==> src/design/sha_pkg.sv <==
`default_nettype none

package sha_pkg;

  localparam int unsigned WORD_W     = 32;
  localparam int unsigned BLOCK_WORDS = 16;
  localparam int unsigned ROUNDS      = 64;
  localparam int unsigned DIGEST_N    = 8;

  localparam int unsigned WCNT_W  = $clog2(BLOCK_WORDS);
  localparam int unsigned ROUND_W = $clog2(ROUNDS);

  localparam int unsigned QDEPTH = 4;
  localparam int unsigned QPTR_W = $clog2(QDEPTH);
  localparam int unsigned QCNT_W = $clog2(QDEPTH + 1);

  localparam logic [WCNT_W-1:0]  LAST_WORD  = WCNT_W'(BLOCK_WORDS - 1);
  localparam logic [ROUND_W-1:0] LAST_ROUND = ROUND_W'(ROUNDS - 1);

  typedef logic [WORD_W-1:0] word_t;

  // One queued message word, tagged with whether it closes a block.
  typedef struct packed {
    word_t word;
    logic  last;
  } q_entry_t;

  typedef struct packed {
    logic     valid;
    q_entry_t entry;
  } q_push_t;

  typedef struct packed {
    logic     not_empty;
    logic     full;
    q_entry_t head;
  } q_status_t;

  typedef struct packed {
    logic loading;
    logic rounds_active;
    logic finishing;
  } back_status_t;

  typedef enum logic [2:0] {
    ST_LOAD   = 3'b001,
    ST_ROUND  = 3'b010,
    ST_FINISH = 3'b100
  } back_state_t;

  function automatic word_t rotr(input word_t x, input int unsigned n);
    rotr = (x >> n) | (x << (WORD_W - n));
  endfunction

  function automatic word_t big_sigma0(input word_t x);
    big_sigma0 = rotr(x, 2) ^ rotr(x, 13) ^ rotr(x, 22);
  endfunction

  function automatic word_t big_sigma1(input word_t x);
    big_sigma1 = rotr(x, 6) ^ rotr(x, 11) ^ rotr(x, 25);
  endfunction

  function automatic word_t small_sigma0(input word_t x);
    small_sigma0 = rotr(x, 7) ^ rotr(x, 18) ^ (x >> 3);
  endfunction

  function automatic word_t small_sigma1(input word_t x);
    small_sigma1 = rotr(x, 17) ^ rotr(x, 19) ^ (x >> 10);
  endfunction

  function automatic word_t init_hash(input logic [2:0] idx);
    case (idx)
      3'd0:    init_hash = 32'h6a09e667;
      3'd1:    init_hash = 32'hbb67ae85;
      3'd2:    init_hash = 32'h3c6ef372;
      3'd3:    init_hash = 32'ha54ff53a;
      3'd4:    init_hash = 32'h510e527f;
      3'd5:    init_hash = 32'h9b05688c;
      3'd6:    init_hash = 32'h1f83d9ab;
      default: init_hash = 32'h5be0cd19;
    endcase
  endfunction

  function automatic word_t round_const(input logic [ROUND_W-1:0] idx);
    case (idx)
      6'd0:  round_const = 32'h428a2f98;
      6'd1:  round_const = 32'h71374491;
      6'd2:  round_const = 32'hb5c0fbcf;
      6'd3:  round_const = 32'he9b5dba5;
      6'd4:  round_const = 32'h3956c25b;
      6'd5:  round_const = 32'h59f111f1;
      6'd6:  round_const = 32'h923f82a4;
      6'd7:  round_const = 32'hab1c5ed5;
      6'd8:  round_const = 32'hd807aa98;
      6'd9:  round_const = 32'h12835b01;
      6'd10: round_const = 32'h243185be;
      6'd11: round_const = 32'h550c7dc3;
      6'd12: round_const = 32'h72be5d74;
      6'd13: round_const = 32'h80deb1fe;
      6'd14: round_const = 32'h9bdc06a7;
      6'd15: round_const = 32'hc19bf174;
      6'd16: round_const = 32'he49b69c1;
      6'd17: round_const = 32'hefbe4786;
      6'd18: round_const = 32'h0fc19dc6;
      6'd19: round_const = 32'h240ca1cc;
      6'd20: round_const = 32'h2de92c6f;
      6'd21: round_const = 32'h4a7484aa;
      6'd22: round_const = 32'h5cb0a9dc;
      6'd23: round_const = 32'h76f988da;
      6'd24: round_const = 32'h983e5152;
      6'd25: round_const = 32'ha831c66d;
      6'd26: round_const = 32'hb00327c8;
      6'd27: round_const = 32'hbf597fc7;
      6'd28: round_const = 32'hc6e00bf3;
      6'd29: round_const = 32'hd5a79147;
      6'd30: round_const = 32'h06ca6351;
      6'd31: round_const = 32'h14292967;
      6'd32: round_const = 32'h27b70a85;
      6'd33: round_const = 32'h2e1b2138;
      6'd34: round_const = 32'h4d2c6dfc;
      6'd35: round_const = 32'h53380d13;
      6'd36: round_const = 32'h650a7354;
      6'd37: round_const = 32'h766a0abb;
      6'd38: round_const = 32'h81c2c92e;
      6'd39: round_const = 32'h92722c85;
      6'd40: round_const = 32'ha2bfe8a1;
      6'd41: round_const = 32'ha81a664b;
      6'd42: round_const = 32'hc24b8b70;
      6'd43: round_const = 32'hc76c51a3;
      6'd44: round_const = 32'hd192e819;
      6'd45: round_const = 32'hd6990624;
      6'd46: round_const = 32'hf40e3585;
      6'd47: round_const = 32'h106aa070;
      6'd48: round_const = 32'h19a4c116;
      6'd49: round_const = 32'h1e376c08;
      6'd50: round_const = 32'h2748774c;
      6'd51: round_const = 32'h34b0bcb5;
      6'd52: round_const = 32'h391c0cb3;
      6'd53: round_const = 32'h4ed8aa4a;
      6'd54: round_const = 32'h5b9cca4f;
      6'd55: round_const = 32'h682e6ff3;
      6'd56: round_const = 32'h748f82ee;
      6'd57: round_const = 32'h78a5636f;
      6'd58: round_const = 32'h84c87814;
      6'd59: round_const = 32'h8cc70208;
      6'd60: round_const = 32'h90befffa;
      6'd61: round_const = 32'ha4506ceb;
      6'd62: round_const = 32'hbef9a3f7;
      default: round_const = 32'hc67178f2;
    endcase
  endfunction

endpackage

`default_nettype wire

==> src/design/sha_front.sv <==
`default_nettype none

module sha_front (
  input  wire logic                   clk,
  input  wire logic                   rst_n,
  input  wire logic                   in_valid,
  input  wire logic [31:0]            in_message_word,
  input  wire sha_pkg::q_status_t     q_status,
  output logic                        in_stall,
  output sha_pkg::q_push_t            q_push
);

  // Position of the next word within its block.
  logic [sha_pkg::WCNT_W-1:0] wcnt_r;
  logic [sha_pkg::WCNT_W-1:0] wcnt_nxt;
  logic                       accept;

  assign in_stall = q_status.full;
  assign accept   = in_valid && !q_status.full;

  always_comb begin
    q_push.valid      = accept;
    q_push.entry.word = in_message_word;
    q_push.entry.last = (wcnt_r == sha_pkg::LAST_WORD);
    wcnt_nxt          = accept ? wcnt_r + 1'b1 : wcnt_r;
  end

  always_ff @(posedge clk) begin
    if (!rst_n) begin
      wcnt_r <= '0;
    end else begin
      wcnt_r <= wcnt_nxt;
    end
  end

endmodule

`default_nettype wire

==> src/design/sha_queue.sv <==
`default_nettype none

module sha_queue (
  input  wire logic                clk,
  input  wire logic                rst_n,
  input  wire sha_pkg::q_push_t    q_push,
  input  wire logic                q_pop,
  output sha_pkg::q_status_t       q_status
);

  sha_pkg::q_entry_t          mem_r [sha_pkg::QDEPTH];
  logic [sha_pkg::QPTR_W-1:0] wr_ptr_r;
  logic [sha_pkg::QPTR_W-1:0] wr_ptr_nxt;
  logic [sha_pkg::QPTR_W-1:0] rd_ptr_r;
  logic [sha_pkg::QPTR_W-1:0] rd_ptr_nxt;
  logic [sha_pkg::QCNT_W-1:0] cnt_r;
  logic [sha_pkg::QCNT_W-1:0] cnt_nxt;
  logic                       do_push;
  logic                       do_pop;

  always_comb begin
    q_status.not_empty = (cnt_r != '0);
    q_status.full      = (cnt_r == sha_pkg::QCNT_W'(sha_pkg::QDEPTH));
    q_status.head      = mem_r[rd_ptr_r];
    do_push            = q_push.valid && !q_status.full;
    do_pop             = q_pop && q_status.not_empty;
    wr_ptr_nxt         = do_push ? wr_ptr_r + 1'b1 : wr_ptr_r;
    rd_ptr_nxt         = do_pop ? rd_ptr_r + 1'b1 : rd_ptr_r;
    cnt_nxt            = cnt_r;
    if (do_push && !do_pop) begin
      cnt_nxt = cnt_r + 1'b1;
    end else if (do_pop && !do_push) begin
      cnt_nxt = cnt_r - 1'b1;
    end
  end

  always_ff @(posedge clk) begin
    if (do_push) begin
      mem_r[wr_ptr_r] <= q_push.entry;
    end
  end

  always_ff @(posedge clk) begin
    if (!rst_n) begin
      wr_ptr_r <= '0;
      rd_ptr_r <= '0;
      cnt_r    <= '0;
    end else begin
      wr_ptr_r <= wr_ptr_nxt;
      rd_ptr_r <= rd_ptr_nxt;
      cnt_r    <= cnt_nxt;
    end
  end

endmodule

`default_nettype wire

==> src/design/sha_back.sv <==
`default_nettype none

module sha_back (
  input  wire logic                 clk,
  input  wire logic                 rst_n,
  input  wire sha_pkg::q_status_t   q_status,
  input  wire logic                 out_stall,
  output logic                      q_pop,
  output logic                      out_valid,
  output logic [7:0][31:0]          out_digest,
  output sha_pkg::back_status_t     status
);

  sha_pkg::back_state_t        state_r;
  sha_pkg::back_state_t        state_nxt;
  logic [sha_pkg::ROUND_W-1:0] round_r;
  logic [sha_pkg::ROUND_W-1:0] round_nxt;

  // Schedule window as a shift line: w_r[0] is the word of the current round.
  sha_pkg::word_t w_r   [sha_pkg::BLOCK_WORDS];
  sha_pkg::word_t w_nxt [sha_pkg::BLOCK_WORDS];
  // Working variables a..h.
  sha_pkg::word_t hv_r   [sha_pkg::DIGEST_N];
  sha_pkg::word_t hv_nxt [sha_pkg::DIGEST_N];

  logic [7:0][31:0] dig_r;
  logic [7:0][31:0] dig_nxt;
  logic             out_valid_r;
  logic             out_valid_nxt;

  sha_pkg::word_t t1;
  sha_pkg::word_t t2;
  sha_pkg::word_t ch;
  sha_pkg::word_t maj;
  sha_pkg::word_t w_new;
  logic           out_free;

  assign out_valid  = out_valid_r;
  assign out_digest = dig_r;
  assign out_free   = !out_valid_r || !out_stall;

  always_comb begin
    ch    = (hv_r[4] & hv_r[5]) ^ (~hv_r[4] & hv_r[6]);
    maj   = (hv_r[0] & hv_r[1]) ^ (hv_r[0] & hv_r[2]) ^ (hv_r[1] & hv_r[2]);
    t1    = hv_r[7] + sha_pkg::big_sigma1(hv_r[4]) + ch
          + sha_pkg::round_const(round_r) + w_r[0];
    t2    = sha_pkg::big_sigma0(hv_r[0]) + maj;
    w_new = sha_pkg::small_sigma1(w_r[14]) + w_r[9]
          + sha_pkg::small_sigma0(w_r[1]) + w_r[0];
  end

  always_comb begin
    state_nxt     = state_r;
    round_nxt     = round_r;
    w_nxt         = w_r;
    hv_nxt        = hv_r;
    dig_nxt       = dig_r;
    out_valid_nxt = out_valid_r && out_stall;
    q_pop         = 1'b0;

    unique case (state_r)
      sha_pkg::ST_LOAD: begin
        if (q_status.not_empty) begin
          q_pop = 1'b1;
          for (int i = 0; i < sha_pkg::BLOCK_WORDS - 1; i++) begin
            w_nxt[i] = w_r[i+1];
          end
          w_nxt[sha_pkg::BLOCK_WORDS-1] = q_status.head.word;
          if (q_status.head.last) begin
            for (int k = 0; k < sha_pkg::DIGEST_N; k++) begin
              hv_nxt[k] = sha_pkg::init_hash(3'(k));
            end
            round_nxt = '0;
            state_nxt = sha_pkg::ST_ROUND;
          end
        end
      end
      sha_pkg::ST_ROUND: begin
        for (int i = 0; i < sha_pkg::BLOCK_WORDS - 1; i++) begin
          w_nxt[i] = w_r[i+1];
        end
        w_nxt[sha_pkg::BLOCK_WORDS-1] = w_new;
        hv_nxt[7] = hv_r[6];
        hv_nxt[6] = hv_r[5];
        hv_nxt[5] = hv_r[4];
        hv_nxt[4] = hv_r[3] + t1;
        hv_nxt[3] = hv_r[2];
        hv_nxt[2] = hv_r[1];
        hv_nxt[1] = hv_r[0];
        hv_nxt[0] = t1 + t2;
        round_nxt = round_r + 1'b1;
        if (round_r == sha_pkg::LAST_ROUND) begin
          state_nxt = sha_pkg::ST_FINISH;
        end
      end
      sha_pkg::ST_FINISH: begin
        if (out_free) begin
          for (int k = 0; k < sha_pkg::DIGEST_N; k++) begin
            dig_nxt[k] = hv_r[k] + sha_pkg::init_hash(3'(k));
          end
          out_valid_nxt = 1'b1;
          state_nxt     = sha_pkg::ST_LOAD;
        end
      end
      default: begin
        state_nxt = sha_pkg::ST_LOAD;
      end
    endcase
  end

  always_comb begin
    status.loading       = (state_r == sha_pkg::ST_LOAD);
    status.rounds_active = (state_r == sha_pkg::ST_ROUND);
    status.finishing     = (state_r == sha_pkg::ST_FINISH);
  end

  always_ff @(posedge clk) begin
    w_r   <= w_nxt;
    hv_r  <= hv_nxt;
    dig_r <= dig_nxt;
  end

  always_ff @(posedge clk) begin
    if (!rst_n) begin
      state_r     <= sha_pkg::ST_LOAD;
      round_r     <= '0;
      out_valid_r <= 1'b0;
    end else begin
      state_r     <= state_nxt;
      round_r     <= round_nxt;
      out_valid_r <= out_valid_nxt;
    end
  end

endmodule

`default_nettype wire

==> src/design/sha256_block_compress_unit.sv <==
// Latency: the sixteenth word of a block passes the queue and is loaded; the rounds and finish step follow.
// Throughput: the back end loads, runs the 64 rounds and finishes one block before the next;
// the single shared round datapath, one round per cycle, sets the throughput.
// Reset: synchronous, active low; clears the word counter, queue pointers, state and out_valid.
// The schedule window and working variables are fully rewritten by every block.
`default_nettype none

module sha256_block_compress_unit (
  input  wire logic        clk,
  input  wire logic        rst_n,
  input  wire logic        in_valid,
  output logic             in_stall,
  input  wire logic [31:0] in_message_word,
  output logic             out_valid,
  input  wire logic        out_stall,
  output logic [31:0]      out_digest_word_0,
  output logic [31:0]      out_digest_word_1,
  output logic [31:0]      out_digest_word_2,
  output logic [31:0]      out_digest_word_3,
  output logic [31:0]      out_digest_word_4,
  output logic [31:0]      out_digest_word_5,
  output logic [31:0]      out_digest_word_6,
  output logic [31:0]      out_digest_word_7
);

  // The front end counts words within a block and tags the sixteenth as the
  // last one. Tagged words go into a four-item queue, so the input side keeps
  // accepting words, until the queue is full, while the back end is still busy with a previous block.
  sha_pkg::q_push_t      q_push;
  sha_pkg::q_status_t    q_status;
  sha_pkg::back_status_t back_status;
  logic                  q_pop;
  logic [7:0][31:0]      digest;

  sha_front u_front (
    .clk             (clk),
    .rst_n           (rst_n),
    .in_valid        (in_valid),
    .in_message_word (in_message_word),
    .q_status        (q_status),
    .in_stall        (in_stall),
    .q_push          (q_push)
  );

  sha_queue u_queue (
    .clk      (clk),
    .rst_n    (rst_n),
    .q_push   (q_push),
    .q_pop    (q_pop),
    .q_status (q_status)
  );

  // The back end shifts words into its schedule window one per cycle while the queue holds words. When the
  // last word of a block arrives it runs the 64 rounds, expanding the schedule
  // in the same window, and then adds the initial hash into the output
  // register. Loading of the next block may start while that result waits.
  sha_back u_back (
    .clk        (clk),
    .rst_n      (rst_n),
    .q_status   (q_status),
    .out_stall  (out_stall),
    .q_pop      (q_pop),
    .out_valid  (out_valid),
    .out_digest (digest),
    .status     (back_status)
  );

  assign out_digest_word_0 = digest[0];
  assign out_digest_word_1 = digest[1];
  assign out_digest_word_2 = digest[2];
  assign out_digest_word_3 = digest[3];
  assign out_digest_word_4 = digest[4];
  assign out_digest_word_5 = digest[5];
  assign out_digest_word_6 = digest[6];
  assign out_digest_word_7 = digest[7];

`ifndef ASSERT_OFF
  // A new result may only be raised from the finishing step.
  a_result_after_finish: assert property (@(posedge clk) disable iff (!rst_n)
    $rose(out_valid) |-> $past(back_status.finishing))
    else $error("result raised outside the finishing step");

  // The queue is drained only while the back end is loading words.
  a_pop_only_loading: assert property (@(posedge clk) disable iff (!rst_n)
    q_pop |-> back_status.loading)
    else $error("queue popped while not loading");

  // A full queue is never reported empty.
  a_full_not_empty: assert property (@(posedge clk) disable iff (!rst_n)
    q_status.full |-> q_status.not_empty)
    else $error("queue full and empty at once");
`endif

endmodule

`default_nettype wire
==> config.mk <==
export PLATFORM = sky130hd
export DESIGN_NAME = sha256_block_compress_unit
export DESIGN_NICKNAME = d
export VERILOG_FILES = /design/src/design/sha_pkg.sv /design/src/design/sha_front.sv /design/src/design/sha_queue.sv /design/src/design/sha_back.sv /design/src/design/sha256_block_compress_unit.sv
export SDC_FILE = /design/constraint.sdc
export NUM_CORES = 2
export LEC_CHECK = 0
export BUFFER_PORTS_ARGS = -buffer_cell sky130_fd_sc_hd__buf_2
export CAP_MARGIN = 15
export CORE_UTILIZATION = 34
export CTS_CLUSTER_SIZE = 12
export DETAILED_ROUTE_END_ITERATION = 7
export PLACE_DENSITY = 0.47
export SYNTH_ARGS = -nofsm -noshare
export SYNTH_HDL_FRONTEND = slang
export SYNTH_SLANG_ARGS = --single-unit
==> constraint.sdc <==
create_clock -name clk -period 23.2 [get_ports clk]
set_input_delay 0 -clock clk [delete_from_list [all_inputs] [get_ports clk]]
set_output_delay 0 -clock clk [all_outputs]
set_load 0.01 [all_outputs]
After elaboration in Yosys (flattened, before gate mapping)

Memories as Yosys holds them, arrays and structs flattened. A register that Yosys moved wholly into a read port is not among the register bits.
Cells that the tools add are included.

Multiplexer cells: 41
Bitwise gates (word level): 27
Equality and inequality tests: 10
Reduce and logical (&&, ||, !) cells: 19
Add/sub/neg operators: 24

Operator list:

| cell                                 | number |
|---|---|
| one-hot mux 512 bit (2 select lines) | 1 |
| adder 32 bit                         | 18 |
| two-way mux 256 bit                  | 2 |
| two-way mux 32 bit                   | 16 |
| two-way mux 512 bit                  | 1 |
| one-hot mux 256 bit (2 select lines) | 1 |
| XOR 32 bit                           | 9 |
| bitwise AND 32 bit                   | 5 |
| inverter 32 bit                      | 1 |
| OR 10 x 32 -> 32 bit                 | 1 |
| OR 13 x 32 -> 32 bit                 | 1 |
| OR 14 x 32 -> 32 bit                 | 1 |
| OR 15 x 32 -> 32 bit                 | 1 |
| OR 19 x 32 -> 32 bit                 | 1 |
| OR 21 x 32 -> 32 bit                 | 1 |
| OR 25 x 32 -> 32 bit                 | 1 |
| OR 26 x 32 -> 32 bit                 | 1 |
| OR 30 x 32 -> 32 bit                 | 1 |
| OR 7 x 32 -> 32 bit                  | 1 |
| XOR 32 x 22 -> 32 bit                | 1 |
| XOR 32 x 29 -> 32 bit                | 1 |
| two-way mux 6 bit                    | 4 |
| two-way mux 3 bit                    | 6 |
| one-hot mux 6 bit (2 select lines)   | 1 |
| other kinds (23)                     | 44 |

Bits in read-only memories: 2048
Input bits: 36
Logic and storage cells: 162
Memories: 2
Bits in registers: 1045
Output and inout bits: 258
RAM bits: 132

Memory list:

| memory           | depth | width | rd ports | clocked after memory_dff | wr ports | RTL line        | source |
|---|---|---|---|---|---|---|---|
| (name not given) | 64    | 32    | 1        | 1                        | 0        | sha_pkg.sv:85   | `case (idx)` |
| u_queue.mem_r    | 4     | 33    | 1        | 1                        | 1        | sha_queue.sv:11 | `sha_pkg::q_entry_t mem_r [sha_pkg::QDEPTH];` |

Logic depth before layout (Yosys ltp)

Depth after elaboration: 9
Mapped depth: 31
Mapped depth without buffers: 30

Modules after synthesis

Synthesis repeated with hierarchy kept, for this count alone.

Cell total of the unflattened synthesis: 4629
Area total of the unflattened synthesis: 60717.0 sq um

Modules (own cells, without submodules):

| module    | cells an instance | instances | area an instance (sq um) | seq. area each (sq um) |
|---|---|---|---|---|
| sha_back  | 4356              | 1         | 54969.0                  | 31590.3 |
| sha_queue | 221               | 1         | 5298.8                   | 4144.0 |
| sha_front | 52                | 1         | 449.2                    | 80.1 |

Least setup slack after synthesis

OpenSTA, ideal clock, no wires.

Path kind: reg-to-reg
From: register u_back.state_r[2]
To: register u_back.dig_r (netlist bit u_back.out_digest[0]) (enable)
Data required time: 22242 ps
Stages on the path, launching flop included: 3
Slack: 9364 ps
Period minus slack after synthesis: 13836 ps
Buffers on the path: 0
Setup time: 958 ps
Data arrival time: 12878 ps
Path through: dfxtp_1 -> nand2_1 -> a21oi_1

Longest elaborated chain between the ends: 2

Ends and longest elaborated chain:

| what                          | RTL line        | source |
|---|---|---|
| from (decl)                   | sha_back.sv:14  | `sha_pkg::back_state_t state_r;` |
| from (signal assigned)        | sha_back.sv:125 | `state_r <= sha_pkg::ST_LOAD;` |
| from (signal assigned)        | sha_back.sv:129 | `state_r <= state_nxt;` |
| == test 3 bit                 | sha_back.sv:61  | `unique case (state_r)` |
| AND reduction 2 bit (no line) | n/a             |  |
| to (signal assigned)          | sha_back.sv:120 | `dig_r <= dig_nxt;` |
| to (decl)                     | sha_back.sv:26  | `logic [7:0][31:0] dig_r;` |

No other way between the ends.
A chain may end at the register's enable or synchronous reset.

Worst setup path after layout

From: register u_back.hv_r[108] (netlist name)
To: register u_back.hv_r[254] (netlist name), data pin

Longest elaborated chain between the ends: 9
Elaborated cells between the ends (all ways): 15
Those cells by class: add/sub (5); mux (1); bitwise (9)

Ends and longest elaborated chain:

| what                                                                | RTL line        | source |
|---|---|---|
| from (decl)                                                         | sha_back.sv:23  | `sha_pkg::word_t hv_r [sha_pkg::DIGEST_N];` |
| from (signal assigned)                                              | sha_back.sv:119 | `hv_r <= hv_nxt;` |
| OR 21 x 32 -> 32 bit / OR 26 x 32 -> 32 bit (equally long branches) | sha_pkg.sv:52   | `rotr = (x >> n) \| (x << (WORD_W - n));` |
| XOR 32 bit (2 in series)                                            | sha_pkg.sv:60   | `big_sigma1 = rotr(x, 6) ^ rotr(x, 11) ^ rotr(x, 25);` |
| adder 32 bit                                                        | sha_back.sv:45  | `t1 = hv_r[7] + sha_pkg::big_sigma1(hv_r[4]) + ch` |
| adder 32 bit (*)                                                    | sha_back.sv:45  |  |
| adder 32 bit (*) (2 in series)                                      | sha_back.sv:46  | `+ sha_pkg::round_const(round_r) + w_r[0];` |
| adder 32 bit (*)                                                    | sha_back.sv:90  | `hv_nxt[0] = t1 + t2;` |
| one-hot mux 256 bit (2 select lines) (*)                            | sha_back.sv:61  |  |

Every way passes the cells marked *; elsewhere a longest branch is shown, timed or not.

==> impl_metrics.tcl <==
set metrics [dict create \
    maxCapViolations 0 \
    hold_viol 0 \
    wl_microns 176300 \
    antenna_left 0 \
    min_period_ns 7.875 \
    start_util_pct 34.24 \
    tritoncts.num_buffers 140 \
    first_pass_iters 5 \
    io_pins 294 \
    cp-start-kind "register" \
    synth_top_cell_area_share_pct 58.33 \
    synthTopCellsByCount "1156 x edfxtp_1, 422 x xnor2_1, 289 x nand2_1, 236 x nor2_1, 217 x inv_1" \
    ys.flop_type "edfxtp_1" \
    worst_path_largest_cell_delay_ns 0.61 \
    die_y_microns 420.4 \
    grt_pass1_wl_microns 253500 \
    ys_seq_area_share_pct 60.18 \
    grt_start_max_net_pins 154 \
    port_buffers 293 \
    status "finished clean" \
    fillers 16610 \
    area_growth_pct 15.44 \
    async_reset_ff_share_pct 0 \
    postSynthNetCount 4798 \
    fin_crit_sh_pct 33.94 \
    cp.required_ns 23.72 \
    synth_seq_cells 1211 \
    hold_path_class "input pin to register" \
    synth_cell_types 98 \
    maxSlewViolCount 0 \
    fin_worst_skew_ns 0.05296 \
    drc_errors 0 \
    antenna_found_initial 4 \
    htreeDepth 4 \
    clk_pin_slew_worst_paths_ns 0.06 \
    cts_tree "yes" \
    nNetsFinal 5161 \
    worst_pin_slew_ns 1.030 \
    rows 153 \
    synth_edf_count 1156 \
    cp-end-kind "register" \
    fin_util_pct 39.52 \
    cts_root_buf "clkbuf_16" \
    synth_top_cell_by_area "edfxtp_1" \
    yosysWarnings 0 \
    gr-total-overflow 0 \
    grt_pass1_vias 35201 \
    crit_type "register to register" \
    cpMostUsedCell "fa_1" \
    wl_per_cell_microns 24.44 \
    worst-endpoint-arrival_ns 8.40 \
    yosysMostFrequentCell "edfxtp_1" \
    dp.cells 6899 \
    cp_max_fo 10 \
    insertion_delay_ns 0.81 \
    relSlewSlack_pct 31.36 \
    coreArea_sq_um 173800 \
    syn_area_per_cell_sq_um 13.47 \
    routed-via-count 36068 \
    fmax_ghz 0.1270 \
    drt-initial-drc-count 3261 \
    gp_congestion 0.8683 \
    whs_ns 0.03222 \
    die_w_microns 420.4 \
    track_usage_pct 19.86 \
    crit_slowest_cell "edfxtp_1" \
    dp.final_hpwl_microns 130300 \
    fin_cells 7214 \
    syn_area_sq_um 59510 \
    setup_tns_ns 0 \
    synth_area_leaders "edfxtp_1 58%, fa_1 6.3%, xnor2_1 6.2%" \
    drive_gt1_share_pct 13.15 \
    rsz0062_at_grt "false" \
    dieArea_sq_um 176700 \
    syn_inst 4419 \
    cts-root-to-sink-buffers 3 \
    clkSinkCount 1211 \
    setup_viol 0 \
    via_per_inst 5.000 \
]
[timing repair]
| action | CTS | global route |
|---|---|---|
| buffers inserted | 0 | 0 |
| resized for setup | 0 | 0 |
| hold buffers | 66 | 0 |
| hold endpoints to repair | 153 | 0 |
[placed cells by master, fill, tap and decap left out, drive strengths merged, types with 33 or more instances in the layout]
cell type / count
xor2: 166
nor3: 75
o21ai: 210
and2: 99
a21o: 73
a21oi: 194
dfxtp: 55
edfxtp: 1156
o21a: 42
dlygate4sd3: 66
inv: 226
fa: 188
ha: 155
nand3: 61
mux4: 33
nor2: 239
clkbuf: 171
xnor2: 422
a211oi: 37
clkinv: 55
nand2b: 131
buf: 338
nand2: 291
[final cells by class]
class	count	area [sq um]	share of cell area, %
clock inverters	77	802.0	1.167
clock buffers	171	3684	5.362
diodes	1	2.502	0.003643
multi-input cells	2805	22160	32.26
inverters	220	833.3	1.213
well taps	2325	2909	4.234
repair buffers	404	2490	3.624
flip-flops and latches	1211	35820	52.13
[state kept, by name, indices dropped and copies added, names as in the netlist, named ones only]
signal             cells
u_back.hv_r          256
u_back.out_digest    256
u_back.out_valid       1
u_back.round_r         6
u_back.state_r         3
u_back.w_r           512
u_front.wcnt_r         4
u_queue.cnt_r          3
u_queue.mem_r        132
u_queue.rd_ptr_r       2
u_queue.wr_ptr_r       2
[worst max-delay path: cells and delay by family, from the launching register on]
family                   cells  cell delay, ns
AO/OA/AOI/OAI               12            2.74
AND/OR/NAND/NOR              3            0.39
XOR/XNOR                     4            0.76
flip-flops                   1            0.61
adder cells (fa/ha/maj)      7            3.01
buffers and inverters        2            0.09
[metrics by stage]
| step | worst slack [ns] | area [sq um] |
|---|---|---|
| 5_1_grt | 14.75 | 68700 |
| 4_1_cts | 15.33 | 68700 |
| 3_3_place_gp | 15.33 | 63550 |
| 3_5_place_dp | 15.38 | 63550 |
| 6_report | 15.32 | 68700 |
| 2_1_floorplan | 9.364 | 59510 |
[kinds of logic after synthesis]
family,Yosys count,synth area share [%]
muxes,67,1.869
xor gates and xnor gates,588,8.698
adders and majority gates,364,9.936
and+or+nand+nor,1017,8.313
buffers and inverters,403,2.645
AOI/OAI and AO/OA,769,8.359
DFF,1211,60.18
[worst paths after layout]
check / slack, ns / endpoint / from / cells past startpoint
worst max register to register: 15.32 / u_back.hv_r[254] / u_back.hv_r[108] / 28
worst min register to register: 0.40 / u_back.w_r[131] / u_back.w_r[99] / 0
worst max-delay path: 15.32 / u_back.hv_r[254] / u_back.hv_r[108] / 28
worst min-delay path: 0.03 / u_queue.mem_r[2][1] / in_message_word[0] / 2
[per-layer routing]
layer  part of all wire [%]  routed length, microns  track usage, %
met1                     47                   83590           29.09
met2                     46                   80910           31.06
met3                    4.8                    8389           2.778
met4                    1.9                    3410           4.505
met5                      0                       0               0
Power is left out: the tool's default activity adds up to more than one toggle a clock period on the data nets, which glitch-free logic cannot reach.
